<file path="config.mk">
export PLATFORM = sky130hd
export DESIGN_NAME = websocket_frame_deframer
export DESIGN_NICKNAME = d
export VERILOG_FILES = /design/src/rtl/core/wsd_pkg.sv /design/src/rtl/core/wsd_out_fifo.sv /design/src/rtl/core/websocket_frame_deframer.sv
export SDC_FILE = /design/constraint.sdc
export NUM_CORES = 1
export LEC_CHECK = 0
export ABC_AREA = 0
export BUFFER_PORTS_ARGS = -buffer_cell sky130_fd_sc_hd__buf_2
export CAP_MARGIN = 40
export CORE_ASPECT_RATIO = 1.1
export CORE_MARGIN = 10
export CORE_UTILIZATION = 60
export DETAILED_ROUTE_END_ITERATION = 12
export GPL_ROUTABILITY_DRIVEN = 0
export PLACE_DENSITY = 0.79
export SYNTH_ARGS = -nofsm -noshare
export SYNTH_HDL_FRONTEND = slang
export SYNTH_SLANG_ARGS = --single-unit
</file>
<file path="constraint.sdc">
create_clock -name clk -period 8 [get_ports clk]
set_clock_uncertainty 0.2 [all_clocks]
set_input_delay 0.8 -clock clk [delete_from_list [all_inputs] [get_ports clk]]
set_output_delay 0.8 -clock clk [all_outputs]
set_load 0.05 [all_outputs]
</file>
<file path="src/rtl/core/wsd_pkg.sv">
`timescale 1ns / 1ps

package wsd_pkg;

    // Length codes in the second header byte that call for an extended length
    localparam logic [6:0] LEN_CODE_EXT16 = 7'd126;
    localparam logic [6:0] LEN_CODE_EXT64 = 7'd127;

    // Last byte index of each multi-byte header field
    localparam logic [2:0] EXT16_LAST_IDX = 3'd1;
    localparam logic [2:0] EXT64_LAST_IDX = 3'd7;
    localparam logic [2:0] KEY_LAST_IDX   = 3'd3;

    // Depth of the result buffer
    localparam int OBUF_DEPTH = 2;
    localparam int OBUF_PTR_W = (OBUF_DEPTH > 1) ? $clog2(OBUF_DEPTH) : 1;
    localparam int OBUF_CNT_W = $clog2(OBUF_DEPTH + 1);

    // One deframed result
    typedef struct packed {
        logic [3:0]  opcode;
        logic [7:0]  payload_byte;
        logic        has_payload;
        logic        last_of_frame;
        logic [63:0] frame_length;
    } wsd_result_t;

endpackage

</file>
<file path="src/rtl/core/wsd_out_fifo.sv">
`timescale 1ns / 1ps

module wsd_out_fifo
    import wsd_pkg::*;
(
    input  logic        clk,
    input  logic        rst_n,
    input  logic        push,
    input  wsd_result_t push_data,
    output logic        full,
    output logic        out_valid,
    input  logic        out_ready,
    output wsd_result_t out_data
);

    wsd_result_t           mem_reg [OBUF_DEPTH];
    logic [OBUF_PTR_W-1:0] wr_ptr_reg;
    logic [OBUF_PTR_W-1:0] rd_ptr_reg;
    logic [OBUF_CNT_W-1:0] count_reg;
    logic [OBUF_PTR_W-1:0] wr_ptr_next;
    logic [OBUF_PTR_W-1:0] rd_ptr_next;
    logic [OBUF_CNT_W-1:0] count_next;
    logic                  pop;

    localparam logic [OBUF_CNT_W-1:0] DEPTH_CNT = OBUF_CNT_W'(OBUF_DEPTH);
    localparam logic [OBUF_PTR_W-1:0] LAST_PTR  = OBUF_PTR_W'(OBUF_DEPTH - 1);

    assign full      = (count_reg == DEPTH_CNT);
    assign out_valid = (count_reg != '0);
    assign out_data  = mem_reg[rd_ptr_reg];
    assign pop       = out_valid && out_ready;

    // Advance pointers and occupancy
    always_comb
    begin
        wr_ptr_next = wr_ptr_reg;
        rd_ptr_next = rd_ptr_reg;
        count_next  = count_reg;
        if (push)
        begin
            wr_ptr_next = (wr_ptr_reg == LAST_PTR) ? '0 : wr_ptr_reg + 1'b1;
        end
        if (pop)
        begin
            rd_ptr_next = (rd_ptr_reg == LAST_PTR) ? '0 : rd_ptr_reg + 1'b1;
        end
        if (push && !pop)
        begin
            count_next = count_reg + 1'b1;
        end
        else if (pop && !push)
        begin
            count_next = count_reg - 1'b1;
        end
    end

    always_ff @(posedge clk or negedge rst_n)
    begin
        if (!rst_n)
        begin
            wr_ptr_reg <= '0;
            rd_ptr_reg <= '0;
            count_reg  <= '0;
        end
        else
        begin
            wr_ptr_reg <= wr_ptr_next;
            rd_ptr_reg <= rd_ptr_next;
            count_reg  <= count_next;
        end
    end

    // Store result entries
    always_ff @(posedge clk)
    begin
        if (push)
        begin
            mem_reg[wr_ptr_reg] <= push_data;
        end
    end

endmodule

</file>
<file path="src/rtl/core/websocket_frame_deframer.sv">
`timescale 1ns / 1ps
// Channel   Handshake              Payload
// -------   --------------------   ------------------------------------------------
// input     in_valid / in_ready    rx_byte
// output    out_valid / out_ready  opcode, payload_byte, has_payload,
//                                  last_of_frame, frame_length
//
// One byte per cycle while in_ready is high: each accepted byte updates the
// header/payload state and, when it yields a result, writes it into a
// two-entry output buffer, where it waits behind earlier entries for the output.
// in_ready drops only while both buffer entries wait on out_ready.
// rst_n (asynchronous, active low) returns the parser to the first header byte.

module websocket_frame_deframer
    import wsd_pkg::*;
(
    input  logic        clk,
    input  logic        rst_n,
    input  logic        in_valid,
    output logic        in_ready,
    input  logic [7:0]  rx_byte,
    output logic        out_valid,
    input  logic        out_ready,
    output logic [3:0]  opcode,
    output logic [7:0]  payload_byte,
    output logic        has_payload,
    output logic        last_of_frame,
    output logic [63:0] frame_length
);

    localparam logic [2:0] PH_HDR0  = 3'd0;
    localparam logic [2:0] PH_HDR1  = 3'd1;
    localparam logic [2:0] PH_EXT16 = 3'd2;
    localparam logic [2:0] PH_EXT64 = 3'd3;
    localparam logic [2:0] PH_KEY   = 3'd4;
    localparam logic [2:0] PH_DATA  = 3'd5;

    logic [2:0]  phase_reg,        phase_next;
    logic [3:0]  opcode_reg,       opcode_next;
    logic        mask_reg,         mask_next;
    logic [63:0] length_reg,       length_next;
    logic [2:0]  hdr_cnt_reg,      hdr_cnt_next;
    logic [31:0] key_reg,          key_next;
    logic [63:0] remaining_reg,    remaining_next;
    logic [1:0]  key_lane_reg,     key_lane_next;

    logic        accept;
    logic        fifo_full;
    logic        res_push;
    wsd_result_t res_data;
    wsd_result_t out_data;
    logic [63:0] length_shift;
    logic [6:0]  len_code;
    logic [7:0]  key_byte;

    assign in_ready     = !fifo_full;
    assign accept       = in_valid && in_ready;
    assign length_shift = {length_reg[55:0], rx_byte};
    assign len_code     = rx_byte[6:0];

    // Select the key byte for the current payload lane
    always_comb
    begin
        case (key_lane_reg)
            2'd0:    key_byte = key_reg[31:24];
            2'd1:    key_byte = key_reg[23:16];
            2'd2:    key_byte = key_reg[15:8];
            default: key_byte = key_reg[7:0];
        endcase
    end

    // Advance the frame parser by one byte
    always_comb
    begin
        phase_next     = phase_reg;
        opcode_next    = opcode_reg;
        mask_next      = mask_reg;
        length_next    = length_reg;
        hdr_cnt_next   = hdr_cnt_reg;
        key_next       = key_reg;
        remaining_next = remaining_reg;
        key_lane_next  = key_lane_reg;
        res_push       = 1'b0;
        res_data.opcode        = opcode_reg;
        res_data.payload_byte  = 8'd0;
        res_data.has_payload   = 1'b0;
        res_data.last_of_frame = 1'b1;
        res_data.frame_length  = length_reg;

        if (accept)
        begin
            unique case (phase_reg) inside
                PH_HDR0:
                begin
                    opcode_next = rx_byte[3:0];
                    phase_next  = PH_HDR1;
                end
                PH_HDR1:
                begin
                    mask_next    = rx_byte[7];
                    key_next     = '0;
                    hdr_cnt_next = '0;
                    if (len_code == LEN_CODE_EXT16)
                    begin
                        length_next = '0;
                        phase_next  = PH_EXT16;
                    end
                    else if (len_code == LEN_CODE_EXT64)
                    begin
                        length_next = '0;
                        phase_next  = PH_EXT64;
                    end
                    else
                    begin
                        // Short length: header ends here unless a key follows
                        length_next    = {57'd0, len_code};
                        remaining_next = {57'd0, len_code};
                        key_lane_next  = '0;
                        res_data.frame_length = {57'd0, len_code};
                        if (rx_byte[7])
                        begin
                            phase_next = PH_KEY;
                        end
                        else if (len_code == 7'd0)
                        begin
                            res_push   = 1'b1;
                            phase_next = PH_HDR0;
                        end
                        else
                        begin
                            phase_next = PH_DATA;
                        end
                    end
                end
                PH_EXT16, PH_EXT64:
                begin
                    length_next = length_shift;
                    if ((phase_reg == PH_EXT16 && hdr_cnt_reg == EXT16_LAST_IDX) ||
                        (phase_reg == PH_EXT64 && hdr_cnt_reg == EXT64_LAST_IDX))
                    begin
                        hdr_cnt_next   = '0;
                        remaining_next = length_shift;
                        key_lane_next  = '0;
                        res_data.frame_length = length_shift;
                        if (mask_reg)
                        begin
                            phase_next = PH_KEY;
                        end
                        else if (length_shift == 64'd0)
                        begin
                            res_push   = 1'b1;
                            phase_next = PH_HDR0;
                        end
                        else
                        begin
                            phase_next = PH_DATA;
                        end
                    end
                    else
                    begin
                        hdr_cnt_next = hdr_cnt_reg + 3'd1;
                    end
                end
                PH_KEY:
                begin
                    key_next = {key_reg[23:0], rx_byte};
                    if (hdr_cnt_reg == KEY_LAST_IDX)
                    begin
                        hdr_cnt_next = '0;
                        if (length_reg == 64'd0)
                        begin
                            res_push   = 1'b1;
                            phase_next = PH_HDR0;
                        end
                        else
                        begin
                            phase_next = PH_DATA;
                        end
                    end
                    else
                    begin
                        hdr_cnt_next = hdr_cnt_reg + 3'd1;
                    end
                end
                PH_DATA:
                begin
                    // Unmask one payload byte
                    remaining_next         = remaining_reg - 64'd1;
                    key_lane_next          = key_lane_reg + 2'd1;
                    res_push               = 1'b1;
                    res_data.payload_byte  = rx_byte ^ key_byte;
                    res_data.has_payload   = 1'b1;
                    res_data.last_of_frame = (remaining_reg == 64'd1);
                    if (remaining_reg == 64'd1)
                    begin
                        phase_next = PH_HDR0;
                    end
                end
                default:
                begin
                    phase_next = PH_HDR0;
                end
            endcase
        end
    end

    always_ff @(posedge clk or negedge rst_n)
    begin
        if (!rst_n)
        begin
            phase_reg     <= PH_HDR0;
            opcode_reg    <= '0;
            mask_reg      <= 1'b0;
            length_reg    <= '0;
            hdr_cnt_reg   <= '0;
            key_reg       <= '0;
            remaining_reg <= '0;
            key_lane_reg  <= '0;
        end
        else
        begin
            phase_reg     <= phase_next;
            opcode_reg    <= opcode_next;
            mask_reg      <= mask_next;
            length_reg    <= length_next;
            hdr_cnt_reg   <= hdr_cnt_next;
            key_reg       <= key_next;
            remaining_reg <= remaining_next;
            key_lane_reg  <= key_lane_next;
        end
    end

    // Hold results until the consumer takes the transaction
    wsd_out_fifo u_out_fifo
    (
        .clk       (clk),
        .rst_n     (rst_n),
        .push      (res_push),
        .push_data (res_data),
        .full      (fifo_full),
        .out_valid (out_valid),
        .out_ready (out_ready),
        .out_data  (out_data)
    );

    assign opcode        = out_data.opcode;
    assign payload_byte  = out_data.payload_byte;
    assign has_payload   = out_data.has_payload;
    assign last_of_frame = out_data.last_of_frame;
    assign frame_length  = out_data.frame_length;

endmodule
</file>
* Yosys cells after proc, flatten, opt, wreduce, memory -nomap -nowiden
Memory sizes are Yosys's and may differ from the RTL's. Index checks and enable logic that the tools add are counted.
Operators by class: reductions and logical operators 29, add/sub/neg operators 7, eq/ne operators 19, muxes and demuxes 50, bitwise gates (word level) 1
Operators by type and width (number):
- $mux 64 | 6
- $pmux 64 s2 | 2
- $pmux 64 s3 | 1
- $logic_not 64->1 | 2
- $mux 74 | 1
- $eq 64x1->1 const B | 1
- $pmux 32 s2 | 1
- $sub 64x1->64 const B | 1
- $mux 3 | 12
- $pmux 8 s3 | 1
- $pmux 3 s5 | 1
- $eq 7x7->1 const B | 2
- $mux 1 | 14
- $mux 7 | 2
- $mux 10 | 1
- $mux 2 | 5
- $reduce_and 2->1 | 5
- $eq 3x2->1 const B | 3
- $eq 3x3->1 const B | 3
- $pmux 3 s3 | 1
- $reduce_bool 2->1 | 4
- $xor 8x8->8 | 1
- $logic_not 7->1 | 1
- $eq 3x1->1 const B | 2
- other kinds (19) | 33
Storage, ports and cells: word-level logic and storage cells 118, memories 1, output and inout bits 80, bits in writable memories 156, register bits 177
Memories:
- u_out_fifo.mem_reg | words 2, width 78, read ports 1, clocked after memory_dff 0, write ports 1, line wsd_out_fifo.sv:16 | wsd_result_t mem_reg [OBUF_DEPTH];

* Depth between registers and ports, before layout
depth in word-level cells 11, depth in mapped cells 11, gate-level depth less buffers 11

* By module
Synthesis repeated with hierarchy kept, for this count alone.
Second synthesis, totals: cells, all modules 1485, area total of the unflattened synthesis 15966.6 µm²
By module, submodules not included:
- websocket_frame_deframer | area each 10113.4 µm², seq. area each 4329.2 µm², instances 1, cells an instance 1226
- wsd_out_fifo | area each 5853.1 µm², seq. area each 4784.6 µm², instances 1, cells an instance 259

* Least setup slack after synthesis
OpenSTA, ideal clock, no wires.
path kind input -> register, from in rx_byte[4], to mem u_out_fifo.mem_reg[0][0] (netlist name) (enable), stages on the path 7, path slack 1832 ps, arrival 5444 ps, cell sequence clkbuf_1 > nor4_1 > nand2_1 > nor3_1 > nand3b_1 > o211ai_2 > nor2b_1
Between the ends: word-level cells in the longest chain between the ends 9, elaborated cells between the ends (all ways) 15, classes of those cells eq/ne: 2; mux: 11; reduce/logical: 2
Ends and longest elaborated chain:
- start, declared | line websocket_frame_deframer.sv:21 | input logic [7:0] rx_byte,
- parallel branches: the longest is 5 deep, another holds $logic_not 64->1
- $pmux 1 s4 (*) | line websocket_frame_deframer.sv:92 | unique case (phase_reg) inside
- $mux 1 (*) | line websocket_frame_deframer.sv:90 | if (accept)
- net res_push | line websocket_frame_deframer.sv:49 | logic res_push;
- $mux 1 (*) | line wsd_out_fifo.sv:76 | if (push)
- $mux 1 (not written as such) (*) | line wsd_out_fifo.sv:78 | mem_reg[wr_ptr_reg] <= push_data;
- end, declared | line wsd_out_fifo.sv:16
Mark *: on every way through the listed nets, which the timed path passes.

* Worst setup path after layout
from reg length_reg[55], to mem u_out_fifo.mem_reg[0][33] (netlist name) (enable)
Between the ends: word-level cells in the longest chain between the ends 8, elaborated cells between the ends (all ways) 11, classes of those cells mux: 9; reduce/logical: 2
Ends and longest elaborated chain:
- start, declared | line websocket_frame_deframer.sv:41 | logic [63:0] length_reg, length_next;
- start signal, assigned | line websocket_frame_deframer.sv:225 | length_reg <= length_next;
- $logic_not 64->1 | line websocket_frame_deframer.sv:149 | else if (length_shift == 64'd0)
- $mux 1 | line websocket_frame_deframer.sv:149
- $mux 1 | line websocket_frame_deframer.sv:145 | if (mask_reg)
- $mux 1 | line websocket_frame_deframer.sv:138 | if ((phase_reg == PH_EXT16 && hdr_cnt_reg == EXT16_LAST_IDX) ||
- $pmux 1 s4 (*) | line websocket_frame_deframer.sv:92
- $mux 1 (*) | line websocket_frame_deframer.sv:90
- net res_push | line websocket_frame_deframer.sv:49
- $mux 1 (*) | line wsd_out_fifo.sv:76
- $mux 1 (not written as such) (*) | line wsd_out_fifo.sv:78
The timed path passes the listed nets; every way through them passes the cells marked *.

==> summary.md <==
| Metric | Value |
|---|---|
| Total Wirelength | `42,100 um` |
| Post-route worst hold slack | `roughly 0.084 ns` |
| Top area cells in the synthesized netlist | `sky130_fd_sc_hd__edfxtp_1 (29%), sky130_fd_sc_hd__dfrtp_1 (27%), sky130_fd_sc_hd__mux2_2 (5.7%)` |
| CTS-repair resized insts | `0` |
| Fraction of synthesized cell area taken by the top area cell type | `0.291` |
| Number of routed nets with antenna violations | `0` |
| First DRT Iteration DRCs | `1,818` |
| Total vias in the final route | `12,691` |
| Critical Path Sink Type | `register` |
| Clock buffer count from CTS | `34` |
| LEAKAGE | `roughly 7.5 nW` |
| Growth of design area from synthesis to finish | `11.8%` |
| Final Cycle Share | `0.555` |
| Total grt overflow | `0` |
| Post-DP HPWL | `between 20,000 and 30,000 um` |
| Max Cap Violations | `0` |
| Startpoint type of the worst setup path | `register` |
| Fraction of final layout cells with drive strength greater than 1 | `0.177` |
| Switching pwr | `0.00201 W` |
| Buffer depth of the longest clock path | `3` |
| Diodes inserted | `0` |
| Class of the worst hold path | `in -> async` |
| R2R Path End | `u_out_fifo.mem_reg[0][33]$_DFFE_PP_` |
| CTS Hold Buffers Added | `0` |
| Cell count of the worst reg-to-reg path | `7` |
| Minimum period implied by the final worst setup slack | `about 4.4 ns` |
| Cell chosen for the clock root | `sky130_fd_sc_hd__clkbuf_16` |
| Minimum setup slack among reg-to-reg paths | `between 3 and 4 ns` |
| Critical path data required time | `between 7 and 8 ns` |
| Layout Cell Area excl Fill | `18,000 um2` |
| Final count of negative-setup-slack endpoints | `0` |
| Synth warnings | `0` |
| First drt pass iteration count | `6` |
| Nets in the synthesized netlist | `1,544` |
| Clock-pin slew on the worst setup and hold paths | `0.06 ns` |
| Site row count | `62` |
| Drt wl/cell | `between 20 and 25 um` |
| Via-to-Cell Ratio | `6.55` |
| Vias in the first global route | `11,868` |
| R2r startpoint | `length_reg[55]$_DFFE_PN0P_` |
| Port bufs | `91` |
| Worst slew pin tran | `~1.1 ns` |
| # fillers | `between 1,500 and 2,000` |
| Worst-skew pair later-pin latency | `roughly 0.52 ns` |
| Clock tree sinks | `333` |
| Number of library cell types mapped by synthesis | `74` |
| TNS Setup | `0 ns` |
| Synthesized flop and latch total | `~330` |
| Arrival time of data at the critical path endpoint | `approximately 4.4 ns` |
| Highest clock rate | `approximately 230 MHz` |
| Die Width | `176 um` |
| Library cell occupying the most area in the post-synthesis netlist | `sky130_fd_sc_hd__edfxtp_1` |
| Number of nets in the finished design | `approximately 1,600` |
| Number of instances in the synthesized netlist | `approximately 1,500` |
| Combinational share of power | `0.307` |
| H-tree depth | `2` |
| PwrDens | `306 nW/um2` |
| Top fanout value on the critical path | `68` |
| Top Ports | `slightly above 90` |
| Leading cell type by number of instances after synthesis | `sky130_fd_sc_hd__nand2_1` |
| Instance area at placement | `roughly 17,000 um2` |
| Fraction of synthesis flops using an asynchronous set or reset pin | `0.532` |
| Largest net degree at the start of global routing | `86` |
| Post-CTS setup repair buffer count | `0` |
| Global-route wire length before repair | `67,100 um` |
| Critical path endpoint | `u_out_fifo.mem_reg[0][33]$_DFFE_PP_` |
| Die height | `between 150 and 200 um` |
| Antenna violations before repair | `1` |
| Most used flip-flop cell after synthesis | `sky130_fd_sc_hd__dfrtp_1` |
| IR Drop Worst-Case VDD | `0.234 mV` |
| Final Hold Viols | `0` |
| Number of flip-flops in the largest register | `approximately 160` |
| Total routing resource utilization after global routing | `0.246` |
| Multi-input gate area | `roughly 6600 um2` |
| Number of enable flip-flop cells after synthesis | `about 160` |
| Max-slew violation total from the final report | `0` |
| Sequential cell fraction of total power | `0.399` |
| Floorplan die area | `between 30,000 and 40,000 um2` |
| Post-Synthesis Mean Instance Area | `around 11 um2` |
| Clock tree from TritonCTS | `built` |
| DRC errors left | `0` |
| Kind of critical path | `reg -> reg` |
| Synth cell count leaders | `sky130_fd_sc_hd__nand2_1 (244), sky130_fd_sc_hd__o21ai_0 (178), sky130_fd_sc_hd__dfrtp_1 (177)` |
| Clk pwr share | `0.295` |
| Relative slew margins | `0.288` |
| Int Power | `between 0.003 and 0.004 W` |
| Seq. cell area | `slightly above 9000 um2` |
| Outcome | `completed` |
| Netlist area before placement | `~16,000 um2` |
| Area of the core region | `26,300 um2` |
| Initial core utilization | `0.613` |
| Share of total power consumed by net switching | `0.365` |
| Register area share after synthesis | `0.565` |
| Crit. Startpoint | `length_reg[55]$_DFFE_PN0P_` |
| Setup repair after global routing missed its margin | `false` |
per-stage QoR:
| step | setup slack, ns | utilization | power (W) | std cells |
|---|---|---|---|---|
| 4_1_cts | 3.68 | 0.686 | 0.00553 | 1938 |
| 3_5_place_dp | 3.72 | 0.642 | 0.00392 | 1877 |
| 2_1_floorplan | 1.83 | - | 0.00353 | 1520 |
| 3_3_place_gp | 3.78 | 0.639 | 0.00388 | 1871 |
| 5_1_grt | 3.40 | 0.686 | 0.00573 | 1938 |
| 6_report | 3.56 | 0.686 | 0.00551 | 1938 |
critical path, stage by stage (launching register included):
cell and delay, ns:
sky130_fd_sc_hd__dfrtp_1 0.50, sky130_fd_sc_hd__nor4_1 0.51, sky130_fd_sc_hd__nand4_1 0.16, sky130_fd_sc_hd__nor4_1 0.92, sky130_fd_sc_hd__nand3b_1 0.21, sky130_fd_sc_hd__o211ai_2 0.34
sky130_fd_sc_hd__nor2b_4 0.40, sky130_fd_sc_hd__buf_4 0.72
how the worst min path moves through the flow:
stage	startpoint	slack, ns	cells past startpoint	to
after floorplan	opcode_reg[0]$_DFFE_PN0P_	0.24	0	u_out_fifo.mem_reg[0][74]$_DFFE_PP_
after global placement	opcode_reg[0]$_DFFE_PN0P_	0.25	0	u_out_fifo.mem_reg[1][74]$_DFFE_PP_
after detailed placement	opcode_reg[0]$_DFFE_PN0P_	0.26	0	u_out_fifo.mem_reg[0][74]$_DFFE_PP_
after CTS	rst_n	0.11	1	key_reg[13]$_DFFE_PN0P_
after global routing	rst_n	0.13	1	key_reg[21]$_DFFE_PN0P_
final	rst_n	0.08	1	key_reg[13]$_DFFE_PN0P_
layout by cell type (no fill, tap or decap), types with 5 or more instances in the layout:
cell type / instances
sky130_fd_sc_hd__a21boi_0: 7
sky130_fd_sc_hd__a21o_1: 46
sky130_fd_sc_hd__a21oi_1: 73
sky130_fd_sc_hd__a222oi_1: 8
sky130_fd_sc_hd__a22o_1: 55
sky130_fd_sc_hd__a22oi_1: 5
sky130_fd_sc_hd__a31oi_1: 14
sky130_fd_sc_hd__and2_1: 5
sky130_fd_sc_hd__buf_2: 91
sky130_fd_sc_hd__buf_4: 18
sky130_fd_sc_hd__clkbuf_1: 9
sky130_fd_sc_hd__clkbuf_16: 36
sky130_fd_sc_hd__clkbuf_8: 5
sky130_fd_sc_hd__dfrtp_1: 176
sky130_fd_sc_hd__edfxtp_1: 156
sky130_fd_sc_hd__ha_1: 12
sky130_fd_sc_hd__inv_1: 17
sky130_fd_sc_hd__mux2_2: 82
sky130_fd_sc_hd__nand2_1: 243
sky130_fd_sc_hd__nand2b_1: 5
sky130_fd_sc_hd__nand3_1: 42
sky130_fd_sc_hd__nand4_1: 19
sky130_fd_sc_hd__nor2_1: 62
sky130_fd_sc_hd__nor3_1: 21
sky130_fd_sc_hd__nor3_2: 5
sky130_fd_sc_hd__nor3b_1: 5
sky130_fd_sc_hd__nor4_1: 31
sky130_fd_sc_hd__o211ai_1: 15
sky130_fd_sc_hd__o21ai_0: 177
sky130_fd_sc_hd__o22a_1: 7
sky130_fd_sc_hd__o311ai_0: 5
sky130_fd_sc_hd__o31a_1: 6
sky130_fd_sc_hd__o31ai_1: 5
sky130_fd_sc_hd__or3_1: 10
sky130_fd_sc_hd__or4_1: 5
sky130_fd_sc_hd__xnor2_1: 10
power by group through the flow:
stage | logic [W] | clock network (W) | registers, W
2_1_floorplan | 0.00133 | 0 | 0.00220
3_3_place_gp | 0.00167 | 0 | 0.00221
3_5_place_dp | 0.00170 | 0 | 0.00223
4_1_cts | 0.00171 | 0.00163 | 0.00220
5_1_grt | 0.00180 | 0.00172 | 0.00222
6_report | 0.00169 | 0.00162 | 0.00220
metal layers:
layer / wire [um] / track usage / vias to the layer above
met2: 19300 / 0.376 / 697
met1: 17200 / 0.345 / 6171
met3: 4320 / 0.0542 / 101
met4: 1230 / 0.0796 / 4
li1: - / - / 5718
met5: 32 / 0 / -
cell type report:
class | instances | area share
flip-flops and latches | 333 | 0.506
multi-input cells | 1062 | 0.366
repair buffers | 113 | 0.0373
inverters | 17 | 0.00354
clock buffers | 50 | 0.0557
well taps | 352 | 0.0244
clock inverters | 11 | 0.00784
kinds of logic after synthesis:
group | count (synthesis) | synth area share
AOI/OAI and AO/OA | 463 | 0.185
xor gates and xnor gates | 14 | 0.00760
adders and majority gates | 12 | 0.00931
buffers and inverters | 125 | 0.0301
DFF | 333 | 0.565
muxes | 84 | 0.0585
and+or+nand+nor | 489 | 0.145
Power figures use the tool's default switching activity.
